**config.mk**
```make
export PLATFORM = sky130hd
export DESIGN_NAME = daily_alarm_bank
export DESIGN_NICKNAME = d
export VERILOG_FILES = /design/src/sv/dab_pkg.sv /design/src/sv/dab_ctrl.sv /design/src/sv/dab_dp.sv /design/src/sv/daily_alarm_bank.sv
export VERILOG_INCLUDE_DIRS = /design/src /design/src/sv
export SDC_FILE = /design/constraint.sdc
export NUM_CORES = 2
export LEC_CHECK = 0
export BUFFER_PORTS_ARGS = -buffer_cell sky130_fd_sc_hd__buf_2
export CORE_MARGIN = 8
export CORE_UTILIZATION = 60
export DETAILED_ROUTE_END_ITERATION = 8
export PLACE_DENSITY = 0.87
export RECOVER_POWER = 100
export SYNTH_ARGS = -nofsm -noshare
export SYNTH_HDL_FRONTEND = slang
export SYNTH_SLANG_ARGS = --single-unit
```
**constraint.sdc**
```tcl
create_clock -name clk -period 10.9 [get_ports clk]
set_input_delay 0.545 -clock clk [delete_from_list [all_inputs] [get_ports clk]]
set_output_delay 0.545 -clock clk [all_outputs]
set_load 0.05 [all_outputs]
```
**src/sv/daily_alarm_bank_defines.svh**
```systemverilog
// Assertion macros for the alarm bank.
`ifndef DAILY_ALARM_BANK_DEFINES_SVH
`define DAILY_ALARM_BANK_DEFINES_SVH
`ifndef SYNTHESIS
`define DAB_ASSERT_IMPL(label, clk, rst_n, ante, cons) \
  label: assert property (@(posedge clk) disable iff (!rst_n) (ante) |-> (cons)) \
    else $error("assertion failed");
`define DAB_ASSERT_NEXT(label, clk, rst_n, ante, cons) \
  label: assert property (@(posedge clk) disable iff (!rst_n) (ante) |=> (cons)) \
    else $error("assertion failed");
`else
`define DAB_ASSERT_IMPL(label, clk, rst_n, ante, cons)
`define DAB_ASSERT_NEXT(label, clk, rst_n, ante, cons)
`endif
`endif

```
**src/sv/dab_pkg.sv**
```systemverilog
package dab_pkg;

  localparam int TIME_W = 27;
  localparam int TMO_W  = 16;
  localparam int CNT_W  = 8;
  localparam int WAIT_W = 32;

  localparam logic [2:0] ACT_TICK    = 3'd0;
  localparam logic [2:0] ACT_OPEN    = 3'd1;
  localparam logic [2:0] ACT_PGM_ABS = 3'd2;
  localparam logic [2:0] ACT_PGM_REL = 3'd3;
  localparam logic [2:0] ACT_DISABLE = 3'd4;

  // Which pass the datapath runs over the current alarm.
  typedef enum logic [2:0] {
    OP_UPDATE = 3'b001,
    OP_SCAN   = 3'b010,
    OP_NONE   = 3'b100
  } dp_op_t;

  // Commands from the controller to the datapath.
  typedef struct packed {
    logic   load;
    logic   clear;
    logic   fin;
    dp_op_t op;
  } dp_cmd_t;

endpackage

```
**src/sv/dab_ctrl.sv**
```systemverilog
module dab_ctrl #(
  parameter int ALARMS = 8
) (
  input  logic              clk,
  input  logic              rst_n,
  input  logic              start,
  output logic              busy,
  output dab_pkg::dp_cmd_t  cmd,
  output logic [((ALARMS > 1) ? $clog2(ALARMS) : 1)-1:0] idx
);
  import dab_pkg::*;

  localparam int IW = (ALARMS > 1) ? $clog2(ALARMS) : 1;
  localparam logic [IW-1:0] LAST = IW'(ALARMS - 1);

  typedef enum logic [3:0] {
    S_IDLE = 4'b0001,
    S_UPD  = 4'b0010,
    S_SCAN = 4'b0100,
    S_FIN  = 4'b1000
  } state_t;

  state_t        state_r, state_nxt;
  logic [IW-1:0] idx_r, idx_nxt;

  // Sequence: update each alarm, then scan each alarm, then publish.
  always_comb begin
    state_nxt = state_r;
    idx_nxt   = idx_r;
    cmd       = '{load: 1'b0, clear: 1'b0, fin: 1'b0, op: OP_NONE};
    unique case (state_r)
      S_IDLE: begin
        if (start) begin
          cmd.load  = 1'b1;
          state_nxt = S_UPD;
          idx_nxt   = '0;
        end
      end
      S_UPD: begin
        cmd.op = OP_UPDATE;
        if (idx_r == LAST) begin
          state_nxt = S_SCAN;
          idx_nxt   = '0;
          cmd.clear = 1'b1;
        end else begin
          idx_nxt = idx_r + 1'b1;
        end
      end
      S_SCAN: begin
        cmd.op = OP_SCAN;
        if (idx_r == LAST) begin
          state_nxt = S_FIN;
        end else begin
          idx_nxt = idx_r + 1'b1;
        end
      end
      S_FIN: begin
        cmd.fin   = 1'b1;
        state_nxt = S_IDLE;
      end
      default: state_nxt = S_IDLE;
    endcase
  end

  always_ff @(posedge clk) begin
    if (!rst_n) begin
      state_r <= S_IDLE;
      idx_r   <= '0;
    end else begin
      state_r <= state_nxt;
      idx_r   <= idx_nxt;
    end
  end

  assign busy = (state_r != S_IDLE);
  assign idx  = idx_r;

endmodule

```
**src/sv/dab_dp.sv**
```systemverilog
module dab_dp #(
  parameter int ALARMS     = 8,
  parameter int DISPENSERS = 2
) (
  input  logic                clk,
  input  logic                rst_n,
  input  dab_pkg::dp_cmd_t    cmd,
  input  logic [((ALARMS > 1) ? $clog2(ALARMS) : 1)-1:0] idx,
  input  logic                cfg_we,
  input  logic [15:0]         cfg_wdata,
  input  logic [2:0]          in_action,
  input  logic [26:0]         in_time_ms,
  input  logic [2:0]          in_alarm_index,
  input  logic                in_dispenser,
  input  logic [26:0]         in_target_ms,
  input  logic [7:0]          in_per_day,
  output logic                out_valid,
  output logic [7:0]          out_ringing_mask,
  output logic [1:0]          out_dispenser_alarm,
  output logic [7:0]          out_started_mask,
  output logic [7:0]          out_missed_mask,
  output logic                out_open_beep,
  output logic                out_next_valid,
  output logic [2:0]          out_next_alarm,
  output logic [31:0]         out_next_wait_ms
);
  import dab_pkg::*;

  localparam int AI = (ALARMS > 1) ? $clog2(ALARMS) : 1;

  // Configuration register.
  logic [TMO_W-1:0] tmo_cfg_r;
  always_ff @(posedge clk) begin
    if (!rst_n) tmo_cfg_r <= TMO_W'(120);
    else if (cfg_we) tmo_cfg_r <= cfg_wdata;
  end

  // Captured transaction.
  logic [2:0]        act_r;
  logic [TIME_W-1:0] now_r, tgt_r;
  logic [2:0]        aidx_r;
  logic              disp_r;
  logic [CNT_W-1:0]  perday_r;
  logic              midnight_r;
  logic [TIME_W-1:0] prev_r;

  // Per-alarm state.
  logic [ALARMS-1:0] on_r, ring_r, owner_r, rel_r, done_r, never_r;
  logic [TIME_W-1:0] target_r [ALARMS];
  logic [TIME_W-1:0] last_r   [ALARMS];
  logic [CNT_W-1:0]  limit_r  [ALARMS];
  logic [CNT_W-1:0]  rings_r  [ALARMS];
  logic [TMO_W-1:0]  tmo_r    [ALARMS];

  logic [ALARMS-1:0] started_r, missed_r;
  logic [WAIT_W-1:0] best_r;
  logic [AI-1:0]     best_i_r;
  logic              bvalid_r;

  logic [AI-1:0] ai;
  assign ai = idx[AI-1:0];

  // Next state of the current alarm for the update pass.
  logic              on_nxt, ring_nxt, owner_nxt, rel_nxt, done_nxt, never_nxt;
  logic [TIME_W-1:0] target_nxt, last_nxt;
  logic [CNT_W-1:0]  limit_nxt, rings_nxt;
  logic [TMO_W-1:0]  tmo_nxt;
  logic              start_nxt, miss_nxt;
  logic              hit, due;
  logic [TIME_W-1:0] el;

  always_comb begin
    on_nxt = on_r[ai]; ring_nxt = ring_r[ai]; owner_nxt = owner_r[ai];
    rel_nxt = rel_r[ai]; done_nxt = done_r[ai]; never_nxt = never_r[ai];
    target_nxt = target_r[ai]; last_nxt = last_r[ai]; limit_nxt = limit_r[ai];
    rings_nxt = rings_r[ai]; tmo_nxt = tmo_r[ai];
    start_nxt = 1'b0; miss_nxt = 1'b0; due = 1'b0; el = '0;
    hit = (32'(aidx_r) == 32'(idx)) && (32'(aidx_r) < ALARMS);
    priority case (1'b1)
      act_r == ACT_TICK: begin
        // Timeout countdown.
        if (on_nxt && ring_nxt) begin
          if (tmo_nxt <= TMO_W'(1)) begin
            ring_nxt = 1'b0; tmo_nxt = '0; miss_nxt = 1'b1;
          end else begin
            tmo_nxt = tmo_nxt - 1'b1;
          end
        end
        // Midnight reset.
        if (midnight_r && on_nxt) begin
          ring_nxt = 1'b0; tmo_nxt = '0;
          if (rel_nxt) begin
            rings_nxt = '0; never_nxt = 1'b1;
          end else begin
            done_nxt = 1'b0;
          end
        end
        // Start a due alarm.
        el = now_r - last_nxt;
        if (on_nxt && !ring_nxt) begin
          if (!rel_nxt) due = (now_r >= target_nxt) && !done_nxt;
          else due = !never_nxt && (rings_nxt < limit_nxt) && (now_r > last_nxt) &&
                     (el > target_nxt);
        end
        if (due) begin
          ring_nxt = 1'b1;
          if (rel_nxt) begin
            rings_nxt = rings_nxt + 1'b1; last_nxt = now_r;
          end else begin
            done_nxt = 1'b1;
          end
          tmo_nxt = tmo_cfg_r;
          start_nxt = 1'b1;
        end
      end
      act_r == ACT_OPEN: begin
        if (on_nxt && (owner_nxt == disp_r)) begin
          if (ring_nxt) begin
            ring_nxt = 1'b0; tmo_nxt = '0;
          end else if (rel_nxt && (rings_nxt == '0)) begin
            last_nxt = now_r; never_nxt = 1'b0;
          end
        end
      end
      (act_r == ACT_PGM_ABS || act_r == ACT_PGM_REL): begin
        if (hit && (32'(disp_r) < DISPENSERS)) begin
          on_nxt = 1'b1; ring_nxt = 1'b0; tmo_nxt = '0; owner_nxt = disp_r;
          target_nxt = tgt_r;
          if (act_r == ACT_PGM_ABS) begin
            rel_nxt = 1'b0; done_nxt = 1'b0;
          end else begin
            rel_nxt = 1'b1; limit_nxt = perday_r; rings_nxt = '0; never_nxt = 1'b1;
          end
        end
      end
      act_r == ACT_DISABLE: begin
        if (hit) begin
          on_nxt = 1'b0; ring_nxt = 1'b0; tmo_nxt = '0;
        end
      end
      default: ;
    endcase
  end

  // Wait of the current alarm for the scan pass.
  logic [WAIT_W-1:0] w;
  logic [TIME_W-1:0] el_s;
  always_comb begin
    el_s = now_r - last_r[ai];
    if (!rel_r[ai]) begin
      w = done_r[ai] ? '1 : (WAIT_W'(target_r[ai]) - WAIT_W'(now_r));
    end else if (never_r[ai]) begin
      w = '0;
    end else if ((rings_r[ai] < limit_r[ai]) && (now_r > last_r[ai])) begin
      w = WAIT_W'(target_r[ai]) - WAIT_W'(el_s);
    end else begin
      w = '1;
    end
  end

  // Output masks from the flags.
  logic [ALARMS-1:0] ringm;
  logic [1:0]        dm;
  always_comb begin
    dm = '0;
    ringm = on_r & ring_r;
    for (int i = 0; i < ALARMS; i++) begin
      if (ringm[i]) dm[owner_r[i]] = 1'b1;
    end
  end

  always_ff @(posedge clk) begin
    if (!rst_n) begin
      on_r <= '0; ring_r <= '0; owner_r <= '0; rel_r <= '0; done_r <= '0;
      never_r <= '0; prev_r <= '0; out_valid <= 1'b0;
      for (int i = 0; i < ALARMS; i++) begin
        target_r[i] <= '0; last_r[i] <= '0; limit_r[i] <= '0;
        rings_r[i] <= '0; tmo_r[i] <= '0;
      end
    end else begin
      out_valid <= cmd.fin;
      if (cmd.load) begin
        act_r <= in_action; now_r <= in_time_ms; aidx_r <= in_alarm_index;
        disp_r <= in_dispenser; tgt_r <= in_target_ms; perday_r <= in_per_day;
        midnight_r <= (in_action == ACT_TICK) && (prev_r > in_time_ms);
        if (in_action == ACT_TICK) prev_r <= in_time_ms;
        started_r <= '0; missed_r <= '0;
      end
      if (cmd.op == OP_UPDATE) begin
        on_r[ai] <= on_nxt; ring_r[ai] <= ring_nxt; owner_r[ai] <= owner_nxt;
        rel_r[ai] <= rel_nxt; done_r[ai] <= done_nxt; never_r[ai] <= never_nxt;
        target_r[ai] <= target_nxt; last_r[ai] <= last_nxt;
        limit_r[ai] <= limit_nxt; rings_r[ai] <= rings_nxt; tmo_r[ai] <= tmo_nxt;
        started_r[ai] <= start_nxt; missed_r[ai] <= miss_nxt;
      end
      if (cmd.clear) begin
        best_r <= '1; best_i_r <= '0; bvalid_r <= 1'b0;
      end
      if (cmd.op == OP_SCAN && on_r[ai] && (w < best_r)) begin
        best_r <= w; best_i_r <= ai; bvalid_r <= 1'b1;
      end
      if (cmd.fin) begin
        out_ringing_mask    <= 8'(ringm);
        out_dispenser_alarm <= dm;
        out_started_mask    <= 8'(started_r);
        out_missed_mask     <= 8'(missed_r);
        out_open_beep       <= (act_r == ACT_OPEN);
        out_next_valid      <= bvalid_r;
        out_next_alarm      <= 3'(best_i_r);
        out_next_wait_ms    <= best_r;
      end
    end
  end

endmodule

```
**src/sv/daily_alarm_bank.sv**
```systemverilog
// Daily alarm bank.
// Input channel: present an item on the in_ ports with start high while busy
// is low; the transaction is taken at that clock edge. busy then stays high
// until the result has been produced.
// Each item runs from the accepting edge through an update pass over the
// alarms, one per cycle, a second pass that scans them one per cycle for
// the next alarm, and a final state that publishes the result and raises
// out_valid. busy falls together with the out_valid strobe, so the next item
// can be accepted at the edge that ends the strobe; a new item is not taken
// before the last one is through.
// Result channel: the out_ ports hold one result, marked by out_valid for
// exactly one cycle; the receiver cannot stall it and must take it then.
// Configuration: cfg_we with cfg_wdata writes the ring timeout in ticks;
// write it only while busy is low.
// Reset: synchronous, active low; clears all alarms, the previous tick time
// and sets the ring timeout to 120 ticks.
`include "daily_alarm_bank_defines.svh"
module daily_alarm_bank #(
  parameter int ALARMS     = 8,
  parameter int DISPENSERS = 2
) (
  input  logic        clk,
  input  logic        rst_n,
  input  logic        start,
  output logic        busy,
  input  logic        cfg_we,
  input  logic [15:0] cfg_wdata,
  input  logic [2:0]  in_action,
  input  logic [26:0] in_time_ms,
  input  logic [2:0]  in_alarm_index,
  input  logic        in_dispenser,
  input  logic [26:0] in_target_ms,
  input  logic [7:0]  in_per_day,
  output logic        out_valid,
  output logic [7:0]  out_ringing_mask,
  output logic [1:0]  out_dispenser_alarm,
  output logic [7:0]  out_started_mask,
  output logic [7:0]  out_missed_mask,
  output logic        out_open_beep,
  output logic        out_next_valid,
  output logic [2:0]  out_next_alarm,
  output logic [31:0] out_next_wait_ms
);
  import dab_pkg::*;

  dp_cmd_t cmd;
  logic [((ALARMS > 1) ? $clog2(ALARMS) : 1)-1:0] idx;

  dab_ctrl #(.ALARMS(ALARMS)) u_ctrl (
    .clk(clk), .rst_n(rst_n), .start(start), .busy(busy), .cmd(cmd), .idx(idx)
  );

  dab_dp #(.ALARMS(ALARMS), .DISPENSERS(DISPENSERS)) u_dp (
    .clk(clk), .rst_n(rst_n), .cmd(cmd), .idx(idx),
    .cfg_we(cfg_we), .cfg_wdata(cfg_wdata),
    .in_action(in_action), .in_time_ms(in_time_ms),
    .in_alarm_index(in_alarm_index), .in_dispenser(in_dispenser),
    .in_target_ms(in_target_ms), .in_per_day(in_per_day),
    .out_valid(out_valid), .out_ringing_mask(out_ringing_mask),
    .out_dispenser_alarm(out_dispenser_alarm), .out_started_mask(out_started_mask),
    .out_missed_mask(out_missed_mask), .out_open_beep(out_open_beep),
    .out_next_valid(out_next_valid), .out_next_alarm(out_next_alarm),
    .out_next_wait_ms(out_next_wait_ms)
  );

  // A strobe only comes at the end of a busy transaction.
  `DAB_ASSERT_IMPL(a_valid_busy, clk, rst_n, out_valid, !$past(busy) == 1'b0)
  // An accepted transaction makes the block busy.
  `DAB_ASSERT_NEXT(a_start_busy, clk, rst_n, start && !busy, busy)
  // With no alarm found the wait reads as all ones.
  `DAB_ASSERT_IMPL(a_none_wait, clk, rst_n, out_valid && !out_next_valid,
                   out_next_wait_ms == 32'hFFFF_FFFF)

endmodule
```
After elaboration in Yosys (flattened, before gate mapping)
Memories as Yosys holds them, arrays and structs flattened. A register that Yosys moved wholly into a read port is not among the register bits.
Index checks and enable logic that the tools add are counted.
Word-level totals
  output and inout bits: 65
  flip-flop bits (word level): 284
  RAM bits: 688
  bits of input ports: 89
  memories kept: 5
Memory list
  u_dp.last_r: words 8, bits a word 27, rd ports 1, clocked after memory_dff 1, write ports 8, line dab_dp.sv:50  | logic [TIME_W-1:0] last_r [ALARMS];
  u_dp.target_r: words 8, bits a word 27, rd ports 1, clocked after memory_dff 1, write ports 8, line dab_dp.sv:49  | logic [TIME_W-1:0] target_r [ALARMS];
  u_dp.tmo_r: words 8, bits a word 16, rd ports 1, clocked after memory_dff 1, write ports 8, line dab_dp.sv:53  | logic [TMO_W-1:0] tmo_r [ALARMS];
  u_dp.limit_r: words 8, bits a word 8, rd ports 1, clocked after memory_dff 1, write ports 8, line dab_dp.sv:51  | logic [CNT_W-1:0] limit_r [ALARMS];
  u_dp.rings_r: words 8, bits a word 8, rd ports 1, clocked after memory_dff 1, write ports 8, line dab_dp.sv:52  | logic [CNT_W-1:0] rings_r [ALARMS];
Operators by class
  add/sub/neg operators: 6
  multiplexer cells: 196
  order comparisons: 26
  eq/ne operators: 18
  bitwise operators: 8
  reduce and logical (&&, ||, !) cells: 42
Operators with widths (number)
  2-to-1 mux 27 bit: 13
  2-to-1 mux 16 bit: 12
  2-to-1 mux 32 bit: 6
  2-to-1 mux 8 bit: 23
  2-to-1 mux 1 bit: 85
  > comparator 27 bit: 3
  bitwise mux 8 bit: 8
  2-to-1 mux 3 bit: 20
  subtractor 27 x 27 -> 28 bit: 2
  OR reduction 27 bit: 2
  less-than comparator 32 bit: 1
  >= comparator 27 bit: 1
  subtractor 27 bit: 1
  logical AND 1 bit: 22
  binary-select mux 1 bit (select 3 bit): 6
  <= comparator 16 x 1 -> 1 bit (second input constant): 1
  less-than comparator 1 x 2 -> 1 bit (second input constant): 8
  less-than comparator 8 bit: 2
  2-to-1 mux 2 bit: 8
  OR reduction 16 bit: 1
  OR reduction 8 bit: 2
  subtractor 16 x 1 -> 16 bit (second input constant): 1
  bitwise OR 2 bit: 7
  2-to-1 mux 4 bit: 3
  other kinds (31): 58

Longest topological paths before layout
  depth in word-level cells: 19
  mapped depth: 43
  mapped depth without buffers: 35

Hierarchy
From an unflattened synthesis, not the netlist that was laid out.
Unflattened totals
  cell total of the unflattened synthesis: 3883
  area total of the unflattened synthesis: 45834.0 µm²
By module, submodules not included
  dab_dp: cells each 3833, times used 1, area each 45336.0 µm²
  dab_ctrl: cells each 50, times used 1, area each 498.0 µm²

Worst setup path before layout
OpenSTA, ideal clock, no wires.
  path kind: reg-to-reg
  from: register (tool-made name)
  to: register u_dp.best_i_r[0] (enable)
  arrival: 8.527 ns
  clock period less this slack: 8.993 ns
  path slack: 1.907 ns
  path buffers: 6
  cell stages (with the launch flop): 41
  cell sequence: dfxtp_1 -> buf_2 -> buf_2 -> buf_1 -> buf_1 -> clkbuf_1 -> clkbuf_1 -> mux4_2 -> nand2_1 -> nand2_1 -> ha_1 -> inv_1 -> fa_1 -> a21o_1 -> a21oi_1 -> nand2b_1 -> a2111oi_0 -> o21ai_0 -> (+5 left out) -> nand2_1 -> nor3_1 -> nand3_1 -> nor2_1 -> o21ai_0 -> xnor2_1 -> o21ai_0 -> a221oi_1 -> ha_1 -> and3_1 -> a22o_1 -> o31ai_1 -> nand3_1 -> a21oi_1 -> o21ai_0 -> a21oi_1 -> nand3_1 -> o21ai_0
RTL lines
  end signal, assigned: line dab_dp.sv:197  | best_r <= '1; best_i_r <= '0; bvalid_r <= 1'b0;
  end signal, assigned: line dab_dp.sv:200  | best_r <= w; best_i_r <= ai; bvalid_r <= 1'b1;
  end, declared: line dab_dp.sv:57  | logic [AI-1:0] best_i_r;

==> flow_summary.yaml <==
run_status:
  run_status: "complete, but fails checks"
  failed_checks: "max-capacitance violations, max-slew violations"
power:
  peakVddDrop_v: 0.0001271
  p_per_area_nw_per_um2: 159.4
  power_leakage_nw: 18.96
route:
  wl_um: 135500
  via_per_inst: 6.753
  first_iter_violations: 4756
  wire_per_inst_um: 26.43
  ant_nets: 0
  drc_errors: 0
  dr.pass1.iters: 9
  vias: 34630
critical_path:
  max_stage_delay_ns: 1.06
  arrival_ns: 9.70
  worst_setup_path_end_kind: "register"
  cp_max_fo: 67
  reg2reg_slack_ns: 1.41
  reg2reg_to: "u_dp.last_r[5][14]"
  cp_slowest_cell: "clkbuf_1"
  worstRegToRegCells: 25
  crit_type: "reg2reg"
  cp-start-kind: "register"
  cp_data_required_time_ns: 11.11
cells_and_area:
  layout.nets: 4244
  drive_gt1_share_pct: 10.79
  areaGrowthSynthToFinish_pct: 9.486
  fill_cells: 5392
  utilization_pct: 66.12
clocking:
  clockBufferDepth: 3
  clock_latency_ns: 0.68
  clk_pin_slew_worst_paths_ns: 0.07
  post_cts_buffers: 0
  cts_tree: "done"
  cts_hold_buf: 0
  cts.htree.levels: 3
  cts_root_buf: "clkbuf_16"
  cts.sinks: 967
  ctsResizeCount: 0
  cts-buffers-inserted: 94
timing:
  finClkSkew_ns: 0.03062
  timing.setup.tns_ns: 0
  period_share_pct: 87.04
  rsz0062_at_grt: "no"
  tightest_slew_ns: 4.939
  drv_slew: 1442
  timing.fmax_ghz: 0.1054
  setup_viol: 0
  finalHoldViolCount: 0
  post-route-min-period_ns: 9.487
  slew_headroom_pct: -229.2
grt:
  track_usage_pct: 29.71
  grt_pass1_wl_um: 204700
  overflow: 0
  grt_pass1_vias: 34830
  antenna_found_initial: 3
  grt_max_degree: 73
logic_synthesis:
  yosysWarningCount: 0
  yosys_most_used_dff: "edfxtp_1"
  synth_top_area_cell: "edfxtp_1"
  netlist_instances: 3898
  async_flop_share_pct: 0
  synth_edf_count: 865
  post_synth.cell_area_avg_um2: 12.20
  syn_area_um2: 47550
  synth_seq_cells: 967
  synth_top_area_share_pct: 54.63
  syn_nets: 4145
  yosysUniqueCellTypes: 86
  yosysSeqAreaShare_pct: 58.92
  netlist_top_cells_area: "edfxtp_1 55%, mux4_2 8.2%, nor2_1 6.2%"
floorplanning:
  die_w_um: 297.5
  rows: 103
  die_area_um2: 88520
  num_io_pins: 154
  initial_core_util_pct: 60.39
  die-height_um: 297.5
  coreArea_um2: 78740
min_path:
  min_from: "in_target_ms[6]"
  whs_path_depth: 1
  hold_class: "in2reg"
  holdPathEnd: "u_dp.tgt_r[6]"
place:
  io_buffers: 153
  dp_hpwl_um: 82770
  routabilityCongestion: 0.9467
flow_run:
  max-cap-violations: 34
synthesized netlist by cell type, drive strengths merged (10+ instances only):
cell / n
edfxtp: 865
nor2: 782
nand2: 296
a21oi: 236
mux4: 173
clkbuf: 156
ha: 155
inv: 137
o21ai: 135
mux2i: 107
dfxtp: 102
nand3: 54
buf: 52
nor3: 50
a21o: 49
nand4: 37
nand2b: 35
xnor2: 34
mux2: 32
a31oi: 28
xor2: 27
and3: 25
a211oi: 22
a22oi: 19
nor4: 18
or3: 18
o211ai: 17
o21a: 17
o31ai: 17
o21bai: 16
nor2b: 15
a311oi: 12
and2: 12
or2: 11
o22ai: 10
flip-flops by register name, summed over array words and instances (netlist names), 28 cells and up, named ones only:
register               flops
u_dp.rings_r              64
u_dp.last_r              216
u_dp.best_r               28
u_dp.tmo_r               128
u_dp.limit_r              64
u_dp.out_next_wait_ms     28
u_dp.target_r            216
area by class of cell:
class	instances	area [um2]	share of cell area [%]
Antenna cell	1	2.502	0.004807
Clock buffer	122	2509	4.819
Clock inverter	54	633.1	1.216
Inverter	137	520.5	0.9998
Multi-Input combinational cell	2586	18080	34.73
Sequential cell	967	28030	53.83
Tap cell	1050	1314	2.523
Timing Repair Buffer	211	978.4	1.879
metal layers:
metal | global-route usage (%) | wire length, um | up-vias
li1 | - | - | 14690
met1 | 37.88 | 47530 | 16640
met2 | 47.54 | 63400 | 2756
met3 | 8.314 | 18800 | 547
met4 | 13.06 | 5794 | 2
met5 | 0 | 19 | -
how the worst max path moves through the flow:
stage	from	to	depth (start not counted)	slack, ns
detailed placement	register	u_dp.best_r[17]	31	1.95
floorplan	register	u_dp.best_i_r[0]	40	1.91
global route	register	u_dp.best_r[10]	31	0.63
global placement	register	u_dp.best_r[20]	33	2.10
finish	register	u_dp.last_r[5][14]	25	1.41
CTS	register	u_dp.best_r[17]	31	1.93
through the flow:
stage               area, um2  hold WS, ns  std cells  setup slack (ns)  power, mW
floorplan               47550       0.4003       3898             1.907      4.756
global placement        49370       0.4041       4951             2.098      4.973
detailed placement      49370       0.4090       4951             1.954      4.992
CTS                     52520      0.03015       5127             1.931      8.280
global route            52060      0.04402       5127            0.6324      8.498
finish                  52060      0.05134       5128             1.413      8.299
cell usage in the layout (no fill, tap or decap), drive strengths merged, types with 25 or more instances in the layout:
cell / n
edfxtp: 865
nor2: 782
nand2: 296
clkbuf: 250
a21oi: 236
mux4: 173
ha: 155
inv: 141
o21ai: 135
mux2i: 107
dfxtp: 102
buf: 83
nand3: 54
nor3: 50
a21o: 49
nand4: 37
nand2b: 35
xnor2: 34
mux2: 32
clkinv: 31
a31oi: 28
xor2: 27
and3: 25
logic make-up after synthesis:
logic type | count (synthesis) | share of synthesized area, %
buffers and inverters | 345 | 2.915
DFF | 967 | 58.92
xor gates and xnor gates | 61 | 1.124
muxes | 312 | 11.40
and+or+nand+nor | 1383 | 12.42
adders and majority gates | 158 | 4.205
AOI/OAI and AO/OA | 672 | 9.020
power breakdown:
part	leakage (nW)	switching, mW	internal (mW)
Sequential	9.38	0.0554	4.15
Combinational	8.05	0.492	0.252
Clock	1.52	1.44	1.90
worst max-delay path: cells and delay by family, from the launching register on:
kind | cells | cell delay (ns)
simple gates | 5 | 0.84
flops | 1 | 0.99
buf+inv | 3 | 2.09
compound gates | 11 | 3.09
fa+ha+maj | 2 | 0.67
mux | 3 | 1.06
xor+xnor | 1 | 0.18
Note: power is estimated with default switching activity, not from simulation.
